===== src/sv/alb_pkg.sv =====
// ---------------------------------------------------------------------------
// alb_pkg
// shared constants for the ambient light brightness control block
// ---------------------------------------------------------------------------
package alb_pkg;

	// configuration channel layout
	localparam int CFG_INDEX_BITS = 4;
	localparam int CFG_DATA_BITS  = 16;
	localparam int LEVEL_BITS     = 8;

	typedef logic [CFG_INDEX_BITS-1:0] cfg_index_t;
	typedef logic [LEVEL_BITS-1:0]     level_t;

	// register indexes
	localparam cfg_index_t REG_SENSOR_DARK   = 4'd0;
	localparam cfg_index_t REG_SENSOR_BRIGHT = 4'd1;
	localparam cfg_index_t REG_LEVEL_DARK    = 4'd2;
	localparam cfg_index_t REG_LEVEL_BRIGHT  = 4'd3;

	// reset values, sensor limits given at the widest sample size
	localparam logic [CFG_DATA_BITS-1:0] RST_SENSOR_DARK   = 16'd20;
	localparam logic [CFG_DATA_BITS-1:0] RST_SENSOR_BRIGHT = 16'd950;
	localparam level_t                   RST_LEVEL_DARK    = 8'd15;
	localparam level_t                   RST_LEVEL_BRIGHT  = 8'd255;
	localparam level_t                   LEVEL_MAX         = 8'd255;

endpackage


===== src/sv/alb_if.sv =====
// ---------------------------------------------------------------------------
// alb_if
// handshake channels: sample stream, result stream, configuration writes
// ---------------------------------------------------------------------------
interface alb_stream_if #(parameter int W = 10);
	logic         valid;
	logic         ready;
	logic [W-1:0] light_sample;
	modport source (output valid, output light_sample, input ready);
	modport sink   (input valid, input light_sample, output ready);
endinterface

interface alb_result_if #(parameter int W = 10);
	logic         valid;
	logic         ready;
	logic [7:0]   brightness;
	logic [W-1:0] median_light;
	logic         level_changed;
	modport source (output valid, output brightness, output median_light,
		output level_changed, input ready);
	modport sink   (input valid, input brightness, input median_light,
		input level_changed, output ready);
endinterface

interface alb_cfg_if;
	logic        valid;
	logic        ready;
	logic [3:0]  index;
	logic [15:0] data;
	modport source (output valid, output index, output data, input ready);
	modport sink   (input valid, input index, input data, output ready);
endinterface


===== src/sv/alb_front.sv =====
// ---------------------------------------------------------------------------
// alb_front
// clamps incoming samples to the sensor limits and queues them
// ---------------------------------------------------------------------------
module alb_front #(
	parameter int SAMPLE_BITS = 10
) (
	input  logic                   clk,
	input  logic                   arst_n,
	input  logic [SAMPLE_BITS-1:0] dark_limit,
	input  logic [SAMPLE_BITS-1:0] bright_limit,
	alb_stream_if.sink             smp,
	alb_stream_if.source           q
);
	logic [SAMPLE_BITS-1:0] clamped;
	logic [SAMPLE_BITS-1:0] slot_q [2];
	logic                   wr_ptr_q;
	logic                   rd_ptr_q;
	logic [1:0]             count_q;
	logic                   push;
	logic                   pop;

	// dark limit tested first
	always_comb begin
		priority if (smp.light_sample < dark_limit) clamped = dark_limit;
		else if (smp.light_sample > bright_limit) clamped = bright_limit;
		else clamped = smp.light_sample;
	end

	assign smp.ready      = (count_q != 2'd2);
	assign q.valid        = (count_q != 2'd0);
	assign q.light_sample = slot_q[rd_ptr_q];
	assign push           = smp.valid & smp.ready;
	assign pop            = q.valid & q.ready;

	always_ff @(posedge clk) begin
		if (push) slot_q[wr_ptr_q] <= clamped;
	end

	always_ff @(posedge clk or negedge arst_n) begin
		if (!arst_n) begin
			wr_ptr_q <= 1'b0;
			rd_ptr_q <= 1'b0;
			count_q  <= 2'd0;
		end else begin
			if (push) wr_ptr_q <= ~wr_ptr_q;
			if (pop) rd_ptr_q <= ~rd_ptr_q;
			count_q <= count_q + {1'b0, push} - {1'b0, pop};
		end
	end

endmodule


===== src/sv/alb_back.sv =====
// ---------------------------------------------------------------------------
// alb_back
// window update, running median, linear map and dead-band update
// ---------------------------------------------------------------------------
module alb_back #(
	parameter int WINDOW      = 10,
	parameter int SAMPLE_BITS = 10
) (
	input  logic                   clk,
	input  logic                   arst_n,
	input  logic [SAMPLE_BITS-1:0] dark_limit,
	input  logic [SAMPLE_BITS-1:0] bright_limit,
	input  alb_pkg::level_t        level_dark,
	input  alb_pkg::level_t        level_bright,
	alb_stream_if.sink             q,
	alb_result_if.source           res
);
	import alb_pkg::*;

	localparam int SB  = SAMPLE_BITS;
	localparam int IW  = (WINDOW > 1) ? $clog2(WINDOW) : 1;
	localparam int CW  = $clog2(WINDOW + 1);
	localparam int NB  = ((SB + 9) / 2) * 2;
	localparam int DIT = NB / 2;
	localparam int DCW = $clog2(DIT + 1);
	localparam int PW  = SB + 10;
	localparam int TW  = NB + 2;
	localparam logic [CW-1:0]  WIN_C = CW'(WINDOW);
	localparam logic [IW-1:0]  LAST_SLOT = IW'(WINDOW - 1);
	localparam logic [DCW-1:0] DIT_C = DCW'(DIT);

	typedef enum logic [2:0] {
		S_IDLE, S_DEL, S_INS, S_MED0, S_MED1, S_MUL, S_DIV, S_FIN
	} state_t;

	state_t          state_q;
	logic [SB-1:0]   ring_q   [WINDOW];
	logic [SB-1:0]   sorted_q [WINDOW];
	logic [SB-1:0]   sorted_nx[WINDOW];
	logic [IW-1:0]   slot_q;
	logic [CW-1:0]   cnt_q;
	logic [SB-1:0]   s_q;
	logic [SB-1:0]   lo_q;
	logic [SB-1:0]   med_q;
	logic [NB-1:0]   num_q;
	logic [SB-1:0]   rem_q;
	logic [SB-1:0]   den_q;
	logic            neg_q;
	logic            eq_q;
	logic [DCW-1:0]  dcnt_q;
	level_t          level_q;
	logic            out_valid_q;
	level_t          out_bright_q;
	logic [SB-1:0]   out_med_q;
	logic            out_chg_q;

	logic [SB-1:0]   old_v;
	logic [IW-1:0]   rd_idx;
	logic [SB-1:0]   rd_val;
	logic [CW-1:0]   cm1;
	logic            ins_gt [WINDOW];
	logic            out_load;

	assign old_v = ring_q[slot_q];
	assign cm1   = cnt_q - CW'(1);
	assign rd_idx = (state_q == S_MED0) ? IW'(cm1 >> 1) : IW'(cnt_q >> 1);
	assign rd_val = sorted_q[rd_idx];

	// delete shifts cells at or above the oldest value down; insert opens a gap
	always_comb begin
		for (int k = 0; k < WINDOW; k++) begin
			ins_gt[k] = (CW'(k) >= cnt_q) || (sorted_q[k] > s_q);
		end
		for (int k = 0; k < WINDOW; k++) begin
			sorted_nx[k] = sorted_q[k];
			if (state_q == S_DEL) begin
				if ((CW'(k) < cnt_q) && (sorted_q[k] >= old_v) && (k + 1 < WINDOW))
					sorted_nx[k] = sorted_q[(k + 1 < WINDOW) ? k + 1 : k];
			end else if (ins_gt[k]) begin
				if (k > 0 && ins_gt[(k > 0) ? k - 1 : 0])
					sorted_nx[k] = sorted_q[(k > 0) ? k - 1 : 0];
				else
					sorted_nx[k] = s_q;
			end
		end
	end

	always_ff @(posedge clk) begin
		if (state_q == S_DEL || state_q == S_INS) sorted_q <= sorted_nx;
		if (state_q == S_INS) ring_q[slot_q] <= s_q;
	end

	// map arithmetic
	logic signed [SB:0]   dmed;
	logic signed [8:0]    dlev;
	logic signed [PW-1:0] prod;
	logic signed [SB:0]   dden;
	logic [PW-1:0]        prod_mag;
	logic [SB:0]          den_mag;
	logic [SB:0]          r1, r2;
	logic [SB-1:0]        r1n, r2n;
	logic                 qb1, qb2;
	logic signed [TW-1:0] qs, tgt;
	level_t               target;
	level_t               diff;

	assign dmed = $signed({1'b0, med_q}) - $signed({1'b0, dark_limit});
	assign dlev = $signed({1'b0, level_bright}) - $signed({1'b0, level_dark});
	assign dden = $signed({1'b0, bright_limit}) - $signed({1'b0, dark_limit});
	assign prod = PW'(dmed) * PW'(dlev);
	assign prod_mag = prod[PW-1] ? PW'(-prod) : PW'(prod);
	assign den_mag  = dden[SB] ? (SB+1)'(-dden) : (SB+1)'(dden);

	// two restoring division steps per cycle
	always_comb begin
		r1  = {rem_q, num_q[NB-1]};
		qb1 = r1 >= {1'b0, den_q};
		r1n = qb1 ? SB'(r1 - {1'b0, den_q}) : r1[SB-1:0];
		r2  = {r1n, num_q[NB-2]};
		qb2 = r2 >= {1'b0, den_q};
		r2n = qb2 ? SB'(r2 - {1'b0, den_q}) : r2[SB-1:0];
	end

	always_comb begin
		qs  = neg_q ? -$signed({2'b00, num_q}) : $signed({2'b00, num_q});
		tgt = qs + $signed(TW'(level_dark));
		if (eq_q) target = level_dark;
		else if (tgt < 0) target = '0;
		else if (tgt > $signed(TW'(LEVEL_MAX))) target = LEVEL_MAX;
		else target = tgt[LEVEL_BITS-1:0];
		diff = (target > level_q) ? target - level_q : level_q - target;
	end

	assign out_load          = (state_q == S_FIN) && (!out_valid_q || res.ready);
	assign q.ready           = (state_q == S_IDLE);
	assign res.valid         = out_valid_q;
	assign res.brightness    = out_bright_q;
	assign res.median_light  = out_med_q;
	assign res.level_changed = out_chg_q;

	always_ff @(posedge clk or negedge arst_n) begin
		if (!arst_n) begin
			state_q     <= S_IDLE;
			slot_q      <= '0;
			cnt_q       <= '0;
			level_q     <= '0;
			out_valid_q <= 1'b0;
			dcnt_q      <= '0;
		end else begin
			if (out_load) out_valid_q <= 1'b1;
			else if (res.valid && res.ready) out_valid_q <= 1'b0;
			unique case (state_q)
				S_IDLE: begin
					if (q.valid) begin
						s_q     <= q.light_sample;
						state_q <= (cnt_q == WIN_C) ? S_DEL : S_INS;
					end
				end
				S_DEL: begin
					cnt_q   <= cm1;
					state_q <= S_INS;
				end
				S_INS: begin
					cnt_q   <= cnt_q + CW'(1);
					slot_q  <= (slot_q == LAST_SLOT) ? '0 : slot_q + IW'(1);
					state_q <= S_MED0;
				end
				S_MED0: begin
					lo_q    <= rd_val;
					state_q <= S_MED1;
				end
				S_MED1: begin
					med_q   <= SB'(({1'b0, lo_q} + {1'b0, rd_val}) >> 1);
					state_q <= S_MUL;
				end
				S_MUL: begin
					num_q   <= prod_mag[NB-1:0];
					den_q   <= den_mag[SB-1:0];
					rem_q   <= '0;
					neg_q   <= prod[PW-1] ^ dden[SB];
					eq_q    <= (dden == '0);
					dcnt_q  <= '0;
					state_q <= S_DIV;
				end
				S_DIV: begin
					num_q  <= {num_q[NB-3:0], qb1, qb2};
					rem_q  <= r2n;
					dcnt_q <= dcnt_q + DCW'(1);
					if (dcnt_q == DIT_C - DCW'(1)) state_q <= S_FIN;
				end
				S_FIN: begin
					if (out_load) begin
						out_med_q    <= med_q;
						out_chg_q    <= (diff > 8'd1);
						out_bright_q <= (diff > 8'd1) ? target : level_q;
						if (diff > 8'd1) level_q <= target;
						state_q <= S_IDLE;
					end
				end
				default: state_q <= S_IDLE;
			endcase
		end
	end

	a_cnt_range: assert property (@(posedge clk) disable iff (!arst_n)
		cnt_q <= WIN_C) else $error("window count beyond depth");
	a_slot_range: assert property (@(posedge clk) disable iff (!arst_n)
		slot_q <= LAST_SLOT) else $error("write slot beyond depth");
	a_ins_med: assert property (@(posedge clk) disable iff (!arst_n)
		state_q == S_INS |=> state_q == S_MED0 && cnt_q != '0)
		else $error("insert not followed by median read");
	a_sorted: assert property (@(posedge clk) disable iff (!arst_n)
		(state_q == S_MED0 && cnt_q >= CW'(2)) |-> sorted_q[0] <= sorted_q[(WINDOW > 1) ? 1 : 0])
		else $error("sorted cells out of order");

endmodule


===== src/sv/ambient_light_brightness_control.sv =====
// ---------------------------------------------------------------------------
// ambient_light_brightness_control
// clamps light samples, takes a running median and maps it to led brightness
// ---------------------------------------------------------------------------
// a word passes the back-end sequencer states in order: delete (full window only),
// insert, two median reads, multiply, the two-bit-per-cycle divider and the
// final load of the output register, which waits while the last result is not taken
// the back end handles one word at a time
// the two-word queue lets samples be taken while the back end is busy
// reset: arst_n clears the window count, write slot, brightness and queues;
// configuration returns to its reset values, window contents are not cleared
module ambient_light_brightness_control #(
	parameter int WINDOW      = 10,
	parameter int SAMPLE_BITS = 10
) (
	input  logic           clk,
	input  logic           arst_n,
	alb_cfg_if.sink        cfg,
	alb_stream_if.sink     smp,
	alb_result_if.source   res
);
	import alb_pkg::*;

	// configuration registers
	logic [SAMPLE_BITS-1:0] dark_limit_q;
	logic [SAMPLE_BITS-1:0] bright_limit_q;
	level_t                 level_dark_q;
	level_t                 level_bright_q;

	// writes are always taken, out-of-range indexes fall through
	assign cfg.ready = 1'b1;

	always_ff @(posedge clk or negedge arst_n) begin
		if (!arst_n) begin
			dark_limit_q   <= RST_SENSOR_DARK[SAMPLE_BITS-1:0];
			bright_limit_q <= RST_SENSOR_BRIGHT[SAMPLE_BITS-1:0];
			level_dark_q   <= RST_LEVEL_DARK;
			level_bright_q <= RST_LEVEL_BRIGHT;
		end else if (cfg.valid) begin
			unique case (cfg.index)
				REG_SENSOR_DARK:   dark_limit_q   <= cfg.data[SAMPLE_BITS-1:0];
				REG_SENSOR_BRIGHT: bright_limit_q <= cfg.data[SAMPLE_BITS-1:0];
				REG_LEVEL_DARK:    level_dark_q   <= cfg.data[LEVEL_BITS-1:0];
				REG_LEVEL_BRIGHT:  level_bright_q <= cfg.data[LEVEL_BITS-1:0];
				default: ;
			endcase
		end
	end

	// clamped words between front and back
	alb_stream_if #(.W(SAMPLE_BITS)) q_if ();

	// front: clamp and queue
	alb_front #(.SAMPLE_BITS(SAMPLE_BITS)) u_front (
		.clk          (clk),
		.arst_n       (arst_n),
		.dark_limit   (dark_limit_q),
		.bright_limit (bright_limit_q),
		.smp          (smp),
		.q            (q_if.source)
	);

	// back: window, median, map, dead band, output register
	alb_back #(.WINDOW(WINDOW), .SAMPLE_BITS(SAMPLE_BITS)) u_back (
		.clk          (clk),
		.arst_n       (arst_n),
		.dark_limit   (dark_limit_q),
		.bright_limit (bright_limit_q),
		.level_dark   (level_dark_q),
		.level_bright (level_bright_q),
		.q            (q_if.sink),
		.res          (res)
	);

endmodule

===== src/flat_wrapper.sv =====
// flat-port wrapper written by rule: the top's interface ports become plain ports
module ambient_light_brightness_control_flat import alb_pkg::*;
#(
	parameter int WINDOW      = 10,
	parameter int SAMPLE_BITS = 10
)
  (clk, arst_n, cfg_valid, cfg_index, cfg_data, cfg_ready, smp_valid, smp_light_sample, smp_ready, res_valid, res_brightness, res_median_light, res_level_changed, res_ready);
  alb_cfg_if cfg_i ();
  alb_stream_if smp_i ();
  alb_result_if res_i ();
  input  logic clk;
  input  logic arst_n;
  input wire logic [$bits(cfg_i.valid)-1:0] cfg_valid;
  input wire logic [$bits(cfg_i.index)-1:0] cfg_index;
  input wire logic [$bits(cfg_i.data)-1:0] cfg_data;
  output wire logic [$bits(cfg_i.ready)-1:0] cfg_ready;
  input wire logic [$bits(smp_i.valid)-1:0] smp_valid;
  input wire logic [$bits(smp_i.light_sample)-1:0] smp_light_sample;
  output wire logic [$bits(smp_i.ready)-1:0] smp_ready;
  output wire logic [$bits(res_i.valid)-1:0] res_valid;
  output wire logic [$bits(res_i.brightness)-1:0] res_brightness;
  output wire logic [$bits(res_i.median_light)-1:0] res_median_light;
  output wire logic [$bits(res_i.level_changed)-1:0] res_level_changed;
  input wire logic [$bits(res_i.ready)-1:0] res_ready;
  assign cfg_i.valid = cfg_valid;
  assign cfg_i.index = cfg_index;
  assign cfg_i.data = cfg_data;
  assign cfg_ready = cfg_i.ready;
  assign smp_i.valid = smp_valid;
  assign smp_i.light_sample = smp_light_sample;
  assign smp_ready = smp_i.ready;
  assign res_valid = res_i.valid;
  assign res_brightness = res_i.brightness;
  assign res_median_light = res_i.median_light;
  assign res_level_changed = res_i.level_changed;
  assign res_i.ready = res_ready;
  ambient_light_brightness_control #(.WINDOW(WINDOW), .SAMPLE_BITS(SAMPLE_BITS)) u_core (.clk(clk), .arst_n(arst_n), .cfg(cfg_i), .smp(smp_i), .res(res_i));
endmodule

===== config.mk =====
export PLATFORM = sky130hd
export DESIGN_NAME = ambient_light_brightness_control_flat
export DESIGN_NICKNAME = d
export VERILOG_FILES = /design/src/sv/alb_pkg.sv /design/src/sv/alb_if.sv /design/src/sv/alb_front.sv /design/src/sv/alb_back.sv /design/src/sv/ambient_light_brightness_control.sv /design/src/flat_wrapper.sv
export SDC_FILE = /design/constraint.sdc
export NUM_CORES = 1
export LEC_CHECK = 0
export ABC_AREA = 1
export BUFFER_PORTS_ARGS = -buffer_cell sky130_fd_sc_hd__buf_2
export CAP_MARGIN = 20
export CORE_UTILIZATION = 55
export CTS_CLUSTER_DIAMETER = 100
export DETAILED_ROUTE_END_ITERATION = 8
export PLACE_DENSITY = 0.76
export SYNTH_ARGS = -nofsm -noshare
export SYNTH_HDL_FRONTEND = slang
export SYNTH_SLANG_ARGS = --single-unit

===== constraint.sdc =====
create_clock -name clk -period 18 [get_ports clk]
set_input_delay 1.8 -clock clk [delete_from_list [all_inputs] [get_ports clk]]
set_output_delay 1.8 -clock clk [all_outputs]
set_load 0.02 [all_outputs]

Yosys cells after proc, flatten, opt, wreduce, memory -nomap -nowiden:

Memory sizes are Yosys's and may differ from the RTL's. A register that Yosys moved wholly into a read port is not among the register bits.
Index checks and enable logic that the tools add are counted.

* add/sub/neg operators: 18
* multipliers: 1
* order comparisons: 47
* eq/ne operators: 26
* mux-type cells: 68
* bitwise operators: 7
* reductions and logical operators: 62

Operator list (count)
* two-way mux 10 bit: 43
* > comparator 10 bit: 11
* greater-or-equal comparator 10 bit: 9
* binary-select mux 10 bit (select 4 bit): 1
* two-way mux 8 bit: 5
* AND reduction 3 bit: 13
* case mux 18 bit (2 select lines): 1
* nonzero test 2 bit: 13
* case mux 3 bit (8 select lines): 1
* greater-or-equal comparator 11 x 10 -> 1 bit: 2
* subtractor 10 x 10 -> 11 bit: 2
* adder 20 x 9 -> 20 bit: 1
* > comparator 20 x 9 -> 1 bit, second input constant: 1
* < comparator 20 x 1 -> 1 bit, second input constant: 1
* multiplier 11 x 9 -> 20 bit: 1
* two-way mux 20 bit: 1
* != test 2 bit, second input constant: 10
* negator 18 -> 20 bit: 1
* case mux 10 bit (2 select lines): 1
* subtractor 10 bit: 2
* two-way mux 18 bit: 1
* negator 18 bit: 1
* AND reduction 2 bit: 9
* greater-or-equal comparator 3 x 4 -> 1 bit, first input constant: 4
* 41 further kinds: 94

* bits in registers: 243
* RAM bits: 120
* output and inout port bits: 22
* logic and storage cells: 264
* memories: 2

Memory list
* u_core.u_back.ring_q: words 10, width 10, read ports 1, clocked after Yosys merged registers in 0, write ports 1, line alb_back.sv:37 `logic [SB-1:0] ring_q [WINDOW];`
* u_core.u_front.slot_q: words 2, width 10, read ports 1, clocked after Yosys merged registers in 1, write ports 1, line alb_front.sv:16 `logic [SAMPLE_BITS-1:0] slot_q [2];`

Logic depth before layout (Yosys ltp):

* depth after elaboration: 11
* gate-level depth with buffers: 43
* mapped depth without buffers: 43

Cells and area by module:

Synthesis repeated with hierarchy kept, for this count alone.

* cells, all modules: 3480
* area, all modules: 29857.4 um^2

By module, submodules not included
* alb_back: times used 1, cells an instance 3087, area an instance 26491.7 um^2
* alb_front: times used 1, cells an instance 226, area an instance 1757.9 um^2
* ambient_light_brightness_control: times used 1, cells an instance 167, area an instance 1607.8 um^2

Worst setup path before layout:

Ideal clock, no wire load.

* kind: register to register
* start: register u_core.level_dark_q[0]
* end: register u_core.u_back.num_q[14], data pin
* data arrival time: 6.737 ns
* setup slack: 10.995 ns
* stages on the path, launching flop included: 36
* clock period less this slack: 7.005 ns
* cell sequence: dfstp_2 > ha_1 > inv_1 > fa_1 > a21oi_1 > o21bai_1 > a21oi_1 > o21ai_0 > nand2_1 > nand2_1 > a21oi_1 > nand2_1 > fa_1 > fa_1 > inv_1 > fa_1 > inv_1 > fa_1 > inv_1 > fa_1 > ha_1 > nand3b_1 > nand2_1 > nand4_1 > nand3_1 > nand3_1 > nand2_1 > nand3_1 > o21ai_0 > inv_1 > nand2_1 > nand2_1 > buf_2 > a21oi_1 > xor2_1 > o21ai_0

* cells in the longest elaborated chain, start to end: 5

RTL lines
* start: declaration: line ambient_light_brightness_control.sv:27 `level_t level_dark_q;`
* start signal: assignment: line ambient_light_brightness_control.sv:43 `REG_LEVEL_DARK: level_dark_q <= cfg.data[LEVEL_BITS-1:0];`
* subtractor 8 x 8 -> 9 bit *: line alb_back.sv:108 `assign dlev = $signed({1'b0, level_bright}) - $signed({1'b0, level_dark});`
* multiplier 11 x 9 -> 20 bit *: line alb_back.sv:110 `assign prod = PW'(dmed) * PW'(dlev);`
* negator 18 bit: line alb_back.sv:111 `assign prod_mag = prod[PW-1] ? PW'(-prod) : PW'(prod);`
* two-way mux 18 bit *: line alb_back.sv:111
* case mux 18 bit (2 select lines) *: line alb_back.sv:152 `unique case (state_q)`
* end signal: assignment: line alb_back.sv:177 `num_q <= prod_mag[NB-1:0];`
* end signal: assignment: line alb_back.sv:186 `num_q <= {num_q[NB-3:0], qb1, qb2};`
* end: declaration: line alb_back.sv:45 `logic [NB-1:0] num_q;`

Mark *: on every way between the ends. The rest lies on a longest branch, timed or not.
A chain may end at the register's enable or synchronous reset.

Worst setup path after layout:

* start: register u_core.level_dark_q[0]
* end: register u_core.u_back.num_q[16], data pin

Same word-level chain as after synthesis.

==> metrics.csv <==
metric,value,unit
syn_area,0.0293,mm²
finalWirelength,78600,µm
regArea,0.0109,mm²
tns,0,ns
grt_max_degree,74,
wl_met3,6480,µm
dp_slack,9.64,ns
grt_pass1_vias,22445,
start_kind,register,
highest_layer,met5,
arrival,8.84,ns
worst_pin_slew,1.05,ns
cts.sinks,373,
min_to,u_core.dark_limit_q[6],
drtIter0Drc,2523,
reg2reg_slack,9.46,ns
root_buffer,clkbuf_16,
met1Wirelength,32200,µm
reg2reg_to,u_core.u_back.num_q[16],
yosysUniqueCellTypes,61,
layout.nets,3864,
wire_per_inst,19.1,µm
utilization,60.4,%
start_util,55.7,%
worstHoldStart,u_core.dark_limit_q[6],
post_cts_resized,0,
cts_tree,built,
port_buffers,49,
cp-end-kind,register,
area_growth,8.50,%
htreeDepth,2,
yosysSeqAreaShare,37.2,%
wl_met2,36700,µm
io_pins,57,
cts_hold_buffers,0,
reg2reg_depth,35,
grt-ovfl-total,0,
post-cts-setup-buffers,0,
ys_warn_count,0,
n_antenna_cell,0,
hold_depth,2,
cts_buffers,42,
multi_input_area,0.0163,mm²
gp_congestion,0.974,
fin_ws,9.46,ns
place_hpwl,57400,µm
ant_nets,0,
period_needed,8.54,ns
ys_ff_latch,373,
finClkSkew,0.0264,ns
dieHeight,233,µm
vias,23927,
synth_top_flop_cell,edfxtp_1,
dieArea,0.0542,mm²
die_w,233,µm
fmax,0.117,GHz
syn-num-nets,3826,
maxSlewHeadroom,29.9,%
critPathMostFrequentCell,nand2_1,
avgViaCountPerCell,5.82,
final_layout_size_suffix_gt1_share,8.94,%
netlist_instances,3353,
fill_cells,4447,
outcome,"finished, final reports clean",
clk_latency,0.57,ns
min_path_type,reg2reg,
grt_pass1_wl,123000,µm
worst_ep_required_time,18.30,ns
crit_type,reg2reg,
grt_setup_unrepaired,no,
drt-pass1-iter-count,6,
syn_area_per_cell,8.74,µm²
drv_cap,0,
cp_slowest_cell,a21oi_1,
r2r-start,u_core.level_dark_q[0],
crit_fanout,12,
drc,0,
antenna_found_initial,2,
finalHoldViolCount,0,
synth_edf_count,309,
slowest_delay,0.80,ns
ys_async_sr_fraction,17.2,%
clk_pin_slew,0.06,ns
cts.path.max_buffers,3,
core.rowCount,84,
fin_crit_sh,47.4,%
grtUsageTotal,29.4,%
setup_viol,0,
coreArea,0.0527,mm²
slew_violations,0,
[per-stage QoR]
stage               hold WS (ns)  std cells  instance area, µm²
global route               0.509       4112               31800
global placement           0.465       4034               30400
detailed placement         0.473       4035               30400
CTS                        0.488       4112               31800
floorplan                  0.426       3353               29300
finish                     0.485       4112               31800
[sequential cells by signal, indices dropped and copies added (netlist names), 2 cells and up]
| register | flops |
|---|---|
| u_core.bright_limit_q | 10 |
| u_core.dark_limit_q | 10 |
| u_core.level_bright_q | 8 |
| u_core.level_dark_q | 8 |
| u_core.u_back.cnt_q | 4 |
| u_core.u_back.dcnt_q | 4 |
| u_core.u_back.den_q | 10 |
| u_core.u_back.level_q | 8 |
| u_core.u_back.lo_q | 10 |
| u_core.u_back.med_q | 10 |
| u_core.u_back.num_q | 18 |
| u_core.u_back.rem_q | 10 |
| u_core.u_back.res.brightness | 8 |
| u_core.u_back.res.median_light | 10 |
| u_core.u_back.ring_q | 100 |
| u_core.u_back.s_q | 10 |
| u_core.u_back.slot_q | 4 |
| u_core.u_back.sorted_q | 100 |
| u_core.u_back.state_q | 3 |
| u_core.u_front.count_q | 2 |
| u_core.u_front.slot_q | 20 |
[cell usage in the layout (no fill, tap or decap), types with 10 or more instances in the layout]
cell       netlist  final
ha_1           345    345
nand3_2         14     14
nand3_1        119    119
nand2_2         34     34
a21oi_1        273    272
inv_2           12     12
nor3_1          22     22
dfstp_2         21     21
clkinv_2         0     10
fa_1            93     93
xor2_1          73     73
o21ai_0        342    341
nor2_1         175    174
a221oi_1        10     10
buf_2            7     48
nor2_2          11     11
a21o_1          10     10
a22oi_1         20     20
o22ai_1         11     11
buf_4            5     47
xnor2_1         27     27
clkbuf_16        0     43
a31oi_1         23     23
o21ai_1         16     17
nand4_1         26     26
o21a_1          10     10
a211oi_1        15     15
or2_2           13     13
dfrtp_1         43     43
inv_1          451    451
edfxtp_1       309    309
mux2_2          12     12
o21bai_1        15     15
nand2_1        627    627
[kinds of logic (layout without fill, tap and decap cells)]
group	after synthesis	after routing	synth area share, %
AOI/OAI and AO/OA	794	794	15.1
adders and majority gates	438	438	21.1
muxes	12	12	0.461
DFF	373	373	37.2
buffers and inverters	569	640	7.41
and+or+nand+nor	1066	1066	15.7
xor gates and xnor gates	100	100	2.99
other	1	1	0.0128
[critical path: cells and delay by family, from the launching register on]
kind                     cells  cell delay (ns)
AO/OA/AOI/OAI                8             1.77
buffers and inverters        6             0.67
adder cells (fa/ha/maj)      8             3.50
XOR/XNOR                     1             0.16
AND/OR/NAND/NOR             12             1.59
flip-flops                   1             0.57
[worst max path at each step]
| stage | endpoint | cells after the start | start | slack, ns |
|---|---|---|---|---|
| global placement | u_core.u_back.num_q[4] | 35 | u_core.level_dark_q[0] | 9.69 |
| detailed placement | u_core.u_back.num_q[16] | 34 | u_core.level_dark_q[0] | 9.64 |
| floorplan | u_core.u_back.num_q[14] | 35 | u_core.level_dark_q[0] | 11.00 |
| global route | u_core.u_back.num_q[4] | 35 | u_core.level_dark_q[0] | 8.90 |
| finish | u_core.u_back.num_q[16] | 35 | u_core.level_dark_q[0] | 9.46 |
| CTS | u_core.u_back.num_q[4] | 35 | u_core.level_dark_q[0] | 9.52 |
[layout make-up]
cell class / count / share of cell area, %
clock buffers: 51 / 3.51
clock inverters: 26 / 1.01
inverters: 468 / 5.52
multi-input cells: 2411 / 51.1
flip-flops and latches: 373 / 34.3
well taps: 688 / 2.71
repair buffers: 95 / 1.86
[per-layer routing]
| layer | global-route usage, % | up-vias |
|---|---|---|
| met2 | 48.5 | 1019 |
| met3 | 4.38 | 205 |
| met1 | 39.0 | 11201 |
| met5 | 0 | - |
| li1 | - | 11498 |
| met4 | 10.8 | 4 |
[cells in the mapped netlist (27+ instances only)]
cell | n | area share (%)
ha_1 | 345 | 15
xnor2_1 | 27 | 0.81
a21oi_1 | 273 | 4.7
xor2_1 | 73 | 2.2
clkbuf_1 | 79 | 1.0
fa_1 | 93 | 6.4
nor2_1 | 175 | 2.2
edfxtp_1 | 309 | 32
o21ai_0 | 342 | 5.8
dfrtp_1 | 43 | 3.7
inv_1 | 451 | 5.8
nand2_1 | 627 | 8.0
nand2_2 | 34 | 0.73
nand3_1 | 119 | 2.0
Power is not shown: default switching activity piles up to over one toggle a cycle in this logic, so the estimate is an artifact.
